**config.mk**
```make
export PLATFORM = sky130hd
export DESIGN_NAME = adsr_envelope_generator_top
export DESIGN_NICKNAME = d
export VERILOG_FILES = /design/src/sv/adsr_pkg.sv /design/src/sv/adsr_envelope_generator_top.sv /design/src/sv/adsr_div.sv
export SDC_FILE = /design/constraint.sdc
export NUM_CORES = 2
export LEC_CHECK = 0
export BUFFER_PORTS_ARGS = -buffer_cell sky130_fd_sc_hd__clkbuf_2
export CORE_MARGIN = 5
export CORE_UTILIZATION = 50
export CTS_BUF_LIST = sky130_fd_sc_hd__clkbuf_4
export DETAILED_ROUTE_END_ITERATION = 16
export GPL_TIMING_DRIVEN = 1
export PLACE_DENSITY = 0.66
export SYNTH_ARGS = -nofsm -noshare
export SYNTH_HDL_FRONTEND = slang
export SYNTH_SLANG_ARGS = --single-unit
```
**constraint.sdc**
```tcl
create_clock -name clk -period 14.2 [get_ports clk]
set_input_delay 2.84 -clock clk [delete_from_list [all_inputs] [get_ports clk]]
set_output_delay 2.84 -clock clk [all_outputs]
set_load 0.05 [all_outputs]
```
**src/sv/adsr_pkg.sv**
```systemverilog
// Shared types and constants for the ADSR envelope generator.
package adsr_pkg;

  localparam int TIME_W  = 32;               // sample tick width
  localparam int LEVEL_W = 16;               // Q1.15 level width
  localparam int DUR_W   = 24;               // duration register width
  localparam int PROD_W  = DUR_W + LEVEL_W;  // multiplier product width
  localparam int CNT_W   = $clog2(LEVEL_W);  // divider step counter
  localparam int IDX_W   = 3;                // config register index width

  localparam logic [1:0] ACT_QUERY = 2'd0;
  localparam logic [1:0] ACT_ON    = 2'd1;
  localparam logic [1:0] ACT_OFF   = 2'd2;

  localparam logic [IDX_W-1:0] REG_ATTACK  = 3'd0;
  localparam logic [IDX_W-1:0] REG_DECAY   = 3'd1;
  localparam logic [IDX_W-1:0] REG_RELEASE = 3'd2;
  localparam logic [IDX_W-1:0] REG_PEAK    = 3'd3;
  localparam logic [IDX_W-1:0] REG_HOLD    = 3'd4;
  localparam logic [IDX_W-1:0] REG_FLOOR   = 3'd5;

  typedef enum logic [2:0] {
    S_IDLE,
    S_CURVE,
    S_CDIV,
    S_REL,
    S_RDIV,
    S_DONE
  } state_t;

  typedef struct packed {
    logic              start;
    logic [PROD_W-1:0] dividend;
    logic [DUR_W-1:0]  divisor;
  } div_req_t;

  typedef struct packed {
    logic               busy;
    logic               done;
    logic [LEVEL_W-1:0] quot;
  } div_rsp_t;

endpackage

```
**src/sv/adsr_envelope_generator_top.sv**
```systemverilog
// Top level of the linear ADSR envelope generator.
//
//   channel | ports                                  | handshake
//   --------+----------------------------------------+----------------
//   input   | in_action[1:0], in_sample_time[31:0]   | in_valid/in_stall
//   result  | out_amplitude[15:0]                    | out_valid/out_stall
//   config  | cfg_index[2:0], cfg_data[23:0]         | cfg_valid/cfg_ready
//
// Note-on and note-off are taken without stalling the input and give no result.
// A query whose level is known at once goes straight to S_DONE; S_CURVE gives the sustain level
// directly, else one pass of the shared 24x16 multiplier and 16-step divider, and a release adds a second pass.
// in_stall is high while a query is in progress; the result waits in an output register.
// Synchronous active-low reset restores register defaults and clears the gate.
module adsr_envelope_generator_top (
  input  logic        clk,
  input  logic        rst_n,
  input  logic        in_valid,
  output logic        in_stall,
  input  logic [1:0]  in_action,
  input  logic [31:0] in_sample_time,
  output logic        out_valid,
  input  logic        out_stall,
  output logic [15:0] out_amplitude,
  input  logic        cfg_valid,
  output logic        cfg_ready,
  input  logic [2:0]  cfg_index,
  input  logic [23:0] cfg_data
);

  localparam int TW = adsr_pkg::TIME_W;
  localparam int LW = adsr_pkg::LEVEL_W;
  localparam int DW = adsr_pkg::DUR_W;

  // Configuration registers
  logic [DW-1:0] attack_r, decay_r, release_r;
  logic [LW-1:0] peak_r, hold_r, floor_r;

  // Note state
  logic          gate_r, gate_nxt;
  logic [TW-1:0] on_r, on_nxt;
  logic [TW-1:0] off_r, off_nxt;

  // Query working registers
  adsr_pkg::state_t state_r, state_nxt;
  logic [TW-1:0] life_r, life_nxt;
  logic [DW-1:0] rmul_r, rmul_nxt;
  logic [LW-1:0] level_r, level_nxt;
  logic          rel_r, rel_nxt;
  logic          decay_sel_r, decay_sel_nxt;
  logic          out_valid_r, out_valid_nxt;
  logic [LW-1:0] out_amp_r, out_amp_nxt;

  // Shared arithmetic
  logic [DW-1:0]          mul_a;
  logic [LW-1:0]          mul_b;
  logic [DW-1:0]          div_den;
  logic                   div_go;
  adsr_pkg::div_req_t     div_req;
  adsr_pkg::div_rsp_t     div_rsp;

  // Derived values
  logic [DW-1:0] a_nz, d_nz, r_nz;
  logic [DW:0]   ad_sum;
  logic          up;
  logic [LW-1:0] lvl_diff;
  logic [TW-1:0] t_on, t_off, off_on;
  logic          accept, out_free;

  assign accept   = in_valid && !in_stall;
  assign out_free = !out_valid_r || !out_stall;

  assign a_nz     = (attack_r == '0) ? DW'(1) : attack_r;
  assign d_nz     = (decay_r == '0) ? DW'(1) : decay_r;
  assign r_nz     = (release_r == '0) ? DW'(1) : release_r;
  assign ad_sum   = {1'b0, a_nz} + {1'b0, d_nz};
  assign up       = hold_r >= peak_r;
  assign lvl_diff = up ? (hold_r - peak_r) : (peak_r - hold_r);
  assign t_on     = in_sample_time - on_r;
  assign t_off    = in_sample_time - off_r;
  assign off_on   = off_r - on_r;

  assign div_req.start    = div_go;
  assign div_req.dividend = mul_a * mul_b;
  assign div_req.divisor  = div_den;

  adsr_div u_div (
    .clk   (clk),
    .rst_n (rst_n),
    .req   (div_req),
    .rsp   (div_rsp)
  );

  always_ff @(posedge clk) begin
    if (!rst_n) begin
      attack_r  <= DW'(480);
      decay_r   <= DW'(480);
      release_r <= DW'(48000);
      peak_r    <= LW'(32768);
      hold_r    <= LW'(32768);
      floor_r   <= LW'(3277);
    end else if (cfg_valid && cfg_ready) begin
      case (cfg_index)
        adsr_pkg::REG_ATTACK:  attack_r  <= cfg_data;
        adsr_pkg::REG_DECAY:   decay_r   <= cfg_data;
        adsr_pkg::REG_RELEASE: release_r <= cfg_data;
        adsr_pkg::REG_PEAK:    peak_r    <= cfg_data[LW-1:0];
        adsr_pkg::REG_HOLD:    hold_r    <= cfg_data[LW-1:0];
        adsr_pkg::REG_FLOOR:   floor_r   <= cfg_data[LW-1:0];
        default: ;
      endcase
    end
  end

  always_ff @(posedge clk) begin
    if (!rst_n) begin
      state_r     <= adsr_pkg::S_IDLE;
      gate_r      <= 1'b0;
      on_r        <= '0;
      off_r       <= '0;
      out_valid_r <= 1'b0;
    end else begin
      state_r     <= state_nxt;
      gate_r      <= gate_nxt;
      on_r        <= on_nxt;
      off_r       <= off_nxt;
      out_valid_r <= out_valid_nxt;
    end
  end

  always_ff @(posedge clk) begin
    life_r      <= life_nxt;
    rmul_r      <= rmul_nxt;
    level_r     <= level_nxt;
    rel_r       <= rel_nxt;
    decay_sel_r <= decay_sel_nxt;
    out_amp_r   <= out_amp_nxt;
  end

  always_comb begin
    state_nxt     = state_r;
    gate_nxt      = gate_r;
    on_nxt        = on_r;
    off_nxt       = off_r;
    life_nxt      = life_r;
    rmul_nxt      = rmul_r;
    level_nxt     = level_r;
    rel_nxt       = rel_r;
    decay_sel_nxt = decay_sel_r;
    out_valid_nxt = out_valid_r && out_stall;
    out_amp_nxt   = out_amp_r;
    mul_a         = rmul_r;
    mul_b         = level_r;
    div_den       = r_nz;
    div_go        = 1'b0;

    case (state_r)
      adsr_pkg::S_IDLE: begin
        if (accept) begin
          case (in_action)
            adsr_pkg::ACT_ON: begin
              on_nxt   = in_sample_time;
              gate_nxt = 1'b1;
            end
            adsr_pkg::ACT_OFF: begin
              off_nxt  = in_sample_time;
              gate_nxt = 1'b0;
            end
            adsr_pkg::ACT_QUERY: begin
              level_nxt = '0;
              rel_nxt   = 1'b0;
              life_nxt  = t_on;
              rmul_nxt  = r_nz - t_off[DW-1:0];
              if (gate_r) begin
                state_nxt = (in_sample_time >= on_r) ? adsr_pkg::S_CURVE : adsr_pkg::S_DONE;
              end else if (in_sample_time < off_r || t_off >= TW'(r_nz) || off_r < on_r) begin
                state_nxt = adsr_pkg::S_DONE;
              end else begin
                // Release: curve level at note-off, then scale it down
                life_nxt  = off_on;
                rel_nxt   = 1'b1;
                state_nxt = adsr_pkg::S_CURVE;
              end
            end
            default: ;
          endcase
        end
      end

      adsr_pkg::S_CURVE: begin
        if (life_r <= TW'(a_nz)) begin
          mul_a         = life_r[DW-1:0];
          mul_b         = peak_r;
          div_den       = a_nz;
          div_go        = 1'b1;
          decay_sel_nxt = 1'b0;
          state_nxt     = adsr_pkg::S_CDIV;
        end else if (life_r <= TW'(ad_sum)) begin
          mul_a         = life_r[DW-1:0] - a_nz;
          mul_b         = lvl_diff;
          div_den       = d_nz;
          div_go        = 1'b1;
          decay_sel_nxt = 1'b1;
          state_nxt     = adsr_pkg::S_CDIV;
        end else begin
          level_nxt = hold_r;
          state_nxt = rel_r ? adsr_pkg::S_REL : adsr_pkg::S_DONE;
        end
      end

      adsr_pkg::S_CDIV: begin
        if (div_rsp.done) begin
          if (!decay_sel_r) begin
            level_nxt = div_rsp.quot;
          end else if (up) begin
            level_nxt = peak_r + div_rsp.quot;
          end else begin
            level_nxt = peak_r - div_rsp.quot;
          end
          state_nxt = rel_r ? adsr_pkg::S_REL : adsr_pkg::S_DONE;
        end
      end

      adsr_pkg::S_REL: begin
        div_go    = 1'b1;
        state_nxt = adsr_pkg::S_RDIV;
      end

      adsr_pkg::S_RDIV: begin
        if (div_rsp.done) begin
          level_nxt = div_rsp.quot;
          state_nxt = adsr_pkg::S_DONE;
        end
      end

      adsr_pkg::S_DONE: begin
        // Hold until the output register is free
        if (out_free) begin
          out_valid_nxt = 1'b1;
          out_amp_nxt   = (level_r <= floor_r) ? '0 : level_r;
          state_nxt     = adsr_pkg::S_IDLE;
        end
      end

      default: state_nxt = adsr_pkg::S_IDLE;
    endcase
  end

  assign in_stall      = state_r != adsr_pkg::S_IDLE;
  assign out_valid     = out_valid_r;
  assign out_amplitude = out_amp_r;
  assign cfg_ready     = 1'b1;

  a_query_busy: assert property (@(posedge clk) disable iff (!rst_n)
    accept && in_action == adsr_pkg::ACT_QUERY |=> in_stall)
    else $error("query did not occupy the block");

  a_note_quick: assert property (@(posedge clk) disable iff (!rst_n)
    accept && (in_action == adsr_pkg::ACT_ON || in_action == adsr_pkg::ACT_OFF)
    |=> !in_stall)
    else $error("note event stalled the input");

  a_div_idle: assert property (@(posedge clk) disable iff (!rst_n)
    div_req.start |-> !div_rsp.busy)
    else $error("divider restarted while busy");

  a_result_out: assert property (@(posedge clk) disable iff (!rst_n)
    state_r == adsr_pkg::S_DONE && out_free |=> out_valid && !in_stall)
    else $error("finished query did not reach the output");

endmodule

```
**src/sv/adsr_div.sv**
```systemverilog
// Radix-2 restoring divider; quotient known to fit LEVEL_W bits.
module adsr_div (
  input  logic              clk,
  input  logic              rst_n,
  input  adsr_pkg::div_req_t req,
  output adsr_pkg::div_rsp_t rsp
);

  logic                          busy_r;
  logic                          done_r;
  logic [adsr_pkg::CNT_W-1:0]    cnt_r;
  logic [adsr_pkg::DUR_W-1:0]    rem_r;
  logic [adsr_pkg::DUR_W-1:0]    den_r;
  logic [adsr_pkg::LEVEL_W-1:0]  quo_r;

  logic [adsr_pkg::DUR_W:0]      trial;
  logic [adsr_pkg::DUR_W:0]      sub;
  logic                          ge;

  // Shift in the next dividend bit and try the subtraction
  assign trial = {rem_r, quo_r[adsr_pkg::LEVEL_W-1]};
  assign sub   = trial - {1'b0, den_r};
  assign ge    = trial >= {1'b0, den_r};

  always_ff @(posedge clk) begin
    if (!rst_n) begin
      busy_r <= 1'b0;
      done_r <= 1'b0;
      cnt_r  <= '0;
    end else if (req.start) begin
      busy_r <= 1'b1;
      done_r <= 1'b0;
      cnt_r  <= '0;
    end else if (busy_r) begin
      if (cnt_r == adsr_pkg::CNT_W'(adsr_pkg::LEVEL_W - 1)) begin
        busy_r <= 1'b0;
        done_r <= 1'b1;
      end
      cnt_r <= cnt_r + 1'b1;
    end else begin
      done_r <= 1'b0;
    end
  end

  always_ff @(posedge clk) begin
    if (req.start) begin
      // Upper bits are below the divisor, so only LEVEL_W steps remain
      rem_r <= req.dividend[adsr_pkg::PROD_W-1:adsr_pkg::LEVEL_W];
      quo_r <= req.dividend[adsr_pkg::LEVEL_W-1:0];
      den_r <= req.divisor;
    end else if (busy_r) begin
      rem_r <= ge ? sub[adsr_pkg::DUR_W-1:0] : trial[adsr_pkg::DUR_W-1:0];
      quo_r <= {quo_r[adsr_pkg::LEVEL_W-2:0], ge};
    end
  end

  assign rsp.busy = busy_r;
  assign rsp.done = done_r;
  assign rsp.quot = quo_r;

endmodule

```
After elaboration in Yosys (flattened, before gate mapping). Cells that the tools add are included.

Flip-flop bits (word level): 349. Output and inout bits: 19. ROM bits: 0. Bits of input ports: 66. Latch bits: 0. Memories: 0. RAM bits: 0.

Shift operators: 0. Divide/modulo/power cells: 0. Multipliers: 1. Bitwise logic cells: 2. Reduce and logical (&&, ||, !) cells: 35. Add/subtract/negate cells: 12. Order comparisons: 9. Multiplexer cells: 52. Equal/unequal tests: 20.

Operators with widths (count): $mux W24 (12); $mux W16 (14); $sub A32 B32 Y32 (3); $logic_not A24 Y1 (3); $sub A24 B24 Y24 (3); $lt A32 B32 Y1 (2); $mux W32 (2); $pmux W16 S4 (1); $sub A16 B16 Y16 (3); $mul A24 B16 Y40 (1); $mux W3 (11); $ge A32 B24 Y1 (1); $ge A32 B32 Y1 (1); $le A32 B24 Y1 (1); $le A32 B25 Y1 (1); $add A24 B24 Y25 (1); $ge A25 B24 Y1 (1); $pmux W3 S6 (1); $add A16 B16 Y16 (1); $ge A16 B16 Y1 (1); $le A16 B16 Y1 (1); $reduce_and A2 Y1 (8); $eq A3 B2 Y1 const B (4); $eq A3 B3 Y1 const B (4); other kinds (23) (50).

Longest topological paths before layout.
Depth in word-level cells: 10. Gate-level depth with buffers: 55.

By module. Synthesis repeated with hierarchy kept, for this count alone.

Cells, all modules: 4956. Area, all modules: 40761.6 um^2.

By module, submodules not included: adsr_envelope_generator_top (sequential area each 6486.2 um^2, area an instance 36392.4 um^2, times used 1, cells each 4580); adsr_div (sequential area each 2042.0 um^2, area an instance 4369.2 um^2, times used 1, cells each 376).

Least setup slack after synthesis. Ideal clock, no wire load.

Kind: register -> register. Start point: register attack_r[21]. End point: register u_div.rem_r[19] in the netlist's numbering (data pin). Data arrival time: 11.396 ns. Stages on the path, launching flop included: 55. Slack: 2.528 ns. Data required time: 13.924 ns. Path through: dfxtp_1 nor4_1 nand4_1 o21bai_1 ha_1 fa_1 a21oi_1 o21ai_0 a21oi_1 o21bai_1 a2111oi_0 nor2_1 a21o_1 a21o_1 a21o_1 a21oi_1 xnor2_1 ha_1 (+19 left out) inv_1 fa_1 inv_1 fa_1 inv_1 ha_1 clkbuf_1 a21o_1 a221o_1 a21oi_1 o21ai_0 a21oi_1 nor3_1 a2111oi_2 o31ai_1 o31ai_1 xor2_1 a22oi_1.

Cells in the longest elaborated chain, start to end: 9.

Ends and longest elaborated chain: start, declared (RTL line adsr_envelope_generator_top.sv:35) `logic [DW-1:0] attack_r, decay_r, release_r;`; start signal, assigned (RTL line adsr_envelope_generator_top.sv:103) `adsr_pkg::REG_ATTACK: attack_r <= cfg_data;`; $logic_not A24 Y1 (RTL line adsr_envelope_generator_top.sv:72) `assign a_nz = (attack_r == '0) ? DW'(1) : attack_r;`; $mux W24 * (RTL line adsr_envelope_generator_top.sv:72); $add A24 B24 Y25 (RTL line adsr_envelope_generator_top.sv:75) `assign ad_sum = {1'b0, a_nz} + {1'b0, d_nz};`; $le A32 B25 Y1 (RTL line adsr_envelope_generator_top.sv:197) `end else if (life_r <= TW'(ad_sum)) begin`; $mux W24 or $mux W16 (tied branches) (RTL line adsr_envelope_generator_top.sv:197); $mux W24 or $mux W16 (tied branches) (RTL line adsr_envelope_generator_top.sv:190) `if (life_r <= TW'(a_nz)) begin`; $mux W24 or $mux W16 (tied branches) (RTL line adsr_envelope_generator_top.sv:156) `case (state_r)`; $mul A24 B16 Y40 (RTL line adsr_envelope_generator_top.sv:83) `assign div_req.dividend = mul_a * mul_b;`; $mux W24 * (RTL line adsr_div.sv:46) `if (req.start) begin`; end signal, assigned (RTL line adsr_div.sv:48) `rem_r <= req.dividend[adsr_pkg::PROD_W-1:adsr_pkg::LEVEL_W];`; end signal, assigned (RTL line adsr_div.sv:52) `rem_r <= ge ? sub[adsr_pkg::DUR_W-1:0] : trial[adsr_pkg::DUR_W-1:0];`; end, declared (RTL line adsr_div.sv:12) `logic [adsr_pkg::DUR_W-1:0] rem_r;`.

Every way passes the cells marked *; elsewhere a longest branch is shown, timed or not. A chain may end at the register's enable or synchronous reset.

Worst setup path in the final report.
Start point: register attack_r[9]. End point: register u_div.rem_r[19] in the netlist's numbering (data pin).

The elaborated chain is that of the path after synthesis.

==> impl_metrics.tcl <==
set metrics [dict create \
    grt_pass1_wl_mm 197 \
    antenna_found_initial 10 \
    clock.fmax_mhz 74.7 \
    ctsHtreeMaxLevel 3 \
    dieArea_mm2 0.0858 \
    cp_slowest_stage_delay_ns 0.56 \
    drtAntennaViolNets 0 \
    fill_cells 7616 \
    cts_tree "yes" \
    startpoint_type "flop" \
    dieHeight_um 293 \
    maxUsedRoutingLayer "met5" \
    io_buffer_count 83 \
    slowest_stage "fa_1" \
    path_clk_slew_ns 0.07 \
    dp_hpwl_mm 102 \
    cp-end-kind "flop" \
    final_nets 5716 \
    switching_power_mw 4.06 \
    synth.top_cell.area_share_pct 15.8 \
    worst-path-buf-inv 7 \
    drt-initial-drc-count 3334 \
    wl_met2_mm 56.6 \
    drive_gt1_share_pct 7.44 \
    grt_pass1_vias 34200 \
    cts.path.max_buffers 3 \
    yosys_register_bits 349 \
    cpMostUsedCell "fa_1" \
    arrival_ns 13.98 \
    required_ns 14.78 \
    syn_area_per_cell_um2 8.17 \
    rsz0062_at_grt "no" \
    ir_worst_vdd_uv 255 \
    initial_core_util_pct 50.6 \
    yosysWarnings 0 \
    first_pass_iters 8 \
    yosysSeqAreaShare_pct 21.3 \
    synth.net_count 5703 \
    ys.flop_type "dfxtp_1" \
    cts_sinks 349 \
    drt-met1-wl_mm 54.2 \
    cts_buffers 99 \
    area_growth_pct 6.53 \
    ys_async_sr_fraction_pct 0 \
    drcViolationCount 0 \
    cts_root_buf "clkbuf_4" \
    routedWlPerCell_um 21.1 \
    yosys.area.top_type "fa_1" \
    place_area_mm2 0.0414 \
    p_per_area_mw_per_mm2 185 \
    synth-edff-count 154 \
    stdcell_area_mm2 0.0426 \
    netlist_area_mm2 0.0400 \
    relSlewSlack_pct 15.7 \
    via_per_inst 5.77 \
    core_mm2 0.0791 \
    rows 103 \
    grt_use_total_pct 29.2 \
    worst-path-max-fanout 23 \
    layout_worst_path_cycle_share_pct 94.3 \
    dr_wl_met3_mm 11.2 \
    tightest_slew_ns 1.26 \
    finalMaxSlewViolations 0 \
    p_int_mw 3.85 \
    timing.setup.tns_ns 0 \
    ys_types 91 \
    pwr-share-seq_pct 14.2 \
    swShare_pct 51.4 \
    grt_max_degree 79 \
    setup.worst_path.class "flop to flop" \
    totalWireLength_mm 128 \
    setup_viol 0 \
    cts_hold_buf 0 \
    overflow 0 \
    synth_area_leaders "fa_1 (16%), ha_1 (13%), edfxtp_1 (12%)" \
    ios 85 \
    die_w_um 293 \
    place.gp.congestion 0.985 \
    vias 34900 \
    combPwrFrac_pct 73.9 \
    top_regs "life_r: 32 flops, off_r: 32 flops, on_r: 32 flops" \
    leakage_nw 19.3 \
    maxCapViolCount 0 \
    final_hold_viol_count 0 \
    status "finished, final reports clean" \
    crit_family "compound AO/OA/AOI/OAI gates" \
    syn_inst 4902 \
    period_needed_ns 13.39 \
    min_path_type "flop to flop" \
    clkPwrFrac_pct 11.9 \
    skew_ns 0.0964 \
    insertion_delay_ns 0.92 \
]
==> metal layers <==
layer / vias to the layer above / GRT usage (%)
met5: - / 0
met4: 10 / 11.3
met2: 1402 / 46.1
met3: 283 / 5.59
met1: 16600 / 39.9
li1: 16600 / -
==> worst register-to-register path, delay by kind of cell, from the launching register on <==
kind            cells  cell delay (ns)
fa+ha+maj          10             4.34
flops               1             0.47
buf+inv             7             0.97
simple gates       11             1.93
xor+xnor            1             0.17
compound gates     22             5.20
==> power groups by stage <==
stage               Sequential [mW]  Combinational (mW)  Clock [mW]
floorplan                      1.12                4.25           0
global placement               1.15                5.74           0
detailed placement             1.15                5.72           0
CTS                            1.12                5.79       0.965
global route                   1.13                6.56        1.02
finish                         1.13                5.84       0.939
==> worst paths after layout <==
kind / start / end / slack, ns / cells after the start
worst max-delay path: attack_r[9] / u_div.rem_r[19] / 0.81 / 51
worst max register to register: attack_r[9] / u_div.rem_r[19] / 0.81 / 51
worst min-delay path: on_r[11] / on_r[11] / 0.45 / 2
worst min register to register: on_r[11] / on_r[11] / 0.45 / 2
==> metrics by stage <==
stage / utilization (%) / setup WS, ns / std cells / hold slack [ns] / total power [mW]
2_1_floorplan: - / 2.53 / 4902 / 0.436 / 5.37
3_3_place_gp: 52.3 / 0.767 / 5864 / 0.441 / 6.88
3_5_place_dp: 52.3 / 0.505 / 5864 / 0.446 / 6.87
4_1_cts: 53.8 / 0.405 / 6036 / 0.455 / 7.88
5_1_grt: 53.9 / 0.0711 / 6040 / 0.464 / 8.71
6_report: 53.9 / 0.806 / 6042 / 0.454 / 7.91
==> area by class of cell <==
type / count / area [um2] / share of cell area (%)
multi-input combinational: 3668 / 28200 / 66.1
sequential: 349 / 8530 / 20.0
timing repair buffer: 155 / 963 / 2.26
clock buffer: 143 / 1070 / 2.52
antenna: 6 / 15.0 / 0.0352
inverter: 642 / 2420 / 5.67
clock inverter: 29 / 164 / 0.384
tap: 1050 / 1310 / 3.08
==> cells in the final DEF (no fill, tap or decap), drive strengths merged, types with 15 or more instances in the layout <==
master,count
nand2,764
inv,643
a21oi,422
ha,419
fa,316
nor2,284
clkbuf,226
dfxtp,195
o21ai,179
edfxtp,154
xnor2,133
a21o,129
xor2,95
and2,74
buf,72
nand2b,70
nand3,60
a22oi,55
nor2b,53
nor3,51
o22ai,47
mux2i,45
a31oi,42
o211ai,40
o21bai,36
o21a,32
nand4,32
nor4,26
clkinv,26
and3,24
a211oi,24
or3,23
o31ai,17
a22o,15
==> cell usage after synthesis (10+ instances only) <==
master and count:
nand2_1 764, nand2b_1 70, edfxtp_1 154, a211oi_1 23, o21bai_1 36, clkbuf_1 196
a22oi_1 55, o21ai_1 19, nor4_1 26, nor3_1 51, o22ai_1 46, nand4_1 32
o21a_1 32, o221ai_1 11, xnor2_1 133, a31oi_1 41, a22o_1 15, nor2_1 283
or3_1 23, nand3_1 60, ha_1 419, a21o_1 129, a21oi_1 418, and3_1 24
and2_1 74, buf_1 10, o21ai_0 158, mux2i_1 45, buf_2 32, o211ai_1 40
xor2_1 95, fa_1 316, inv_1 640, mux2_2 12, o31ai_1 17, nor2b_1 52
dfxtp_1 195
==> cells by family (layout without fill, tap and decap cells) <==
group                    after synthesis  after routing  share of synthesized area [%]
AND/OR/NAND/NOR                     1499           1499                           16.7
AO/OA/AOI/OAI                       1147           1147                           18.1
buffers and inverters                885            969                           8.46
adder cells (fa/ha/maj)              735            735                           28.9
flip-flops                           349            349                           21.3
XOR/XNOR                             228            228                           4.99
multiplexers                          58             58                           1.50
other                                  1              7                        0.00937
==> what timing repair did <==
action                                  CTS  global route
resized for setup                         0             8
buffers inserted                          0             0
endpoints found under the setup margin    0            12
Note: power is estimated with default switching activity, not from simulation.
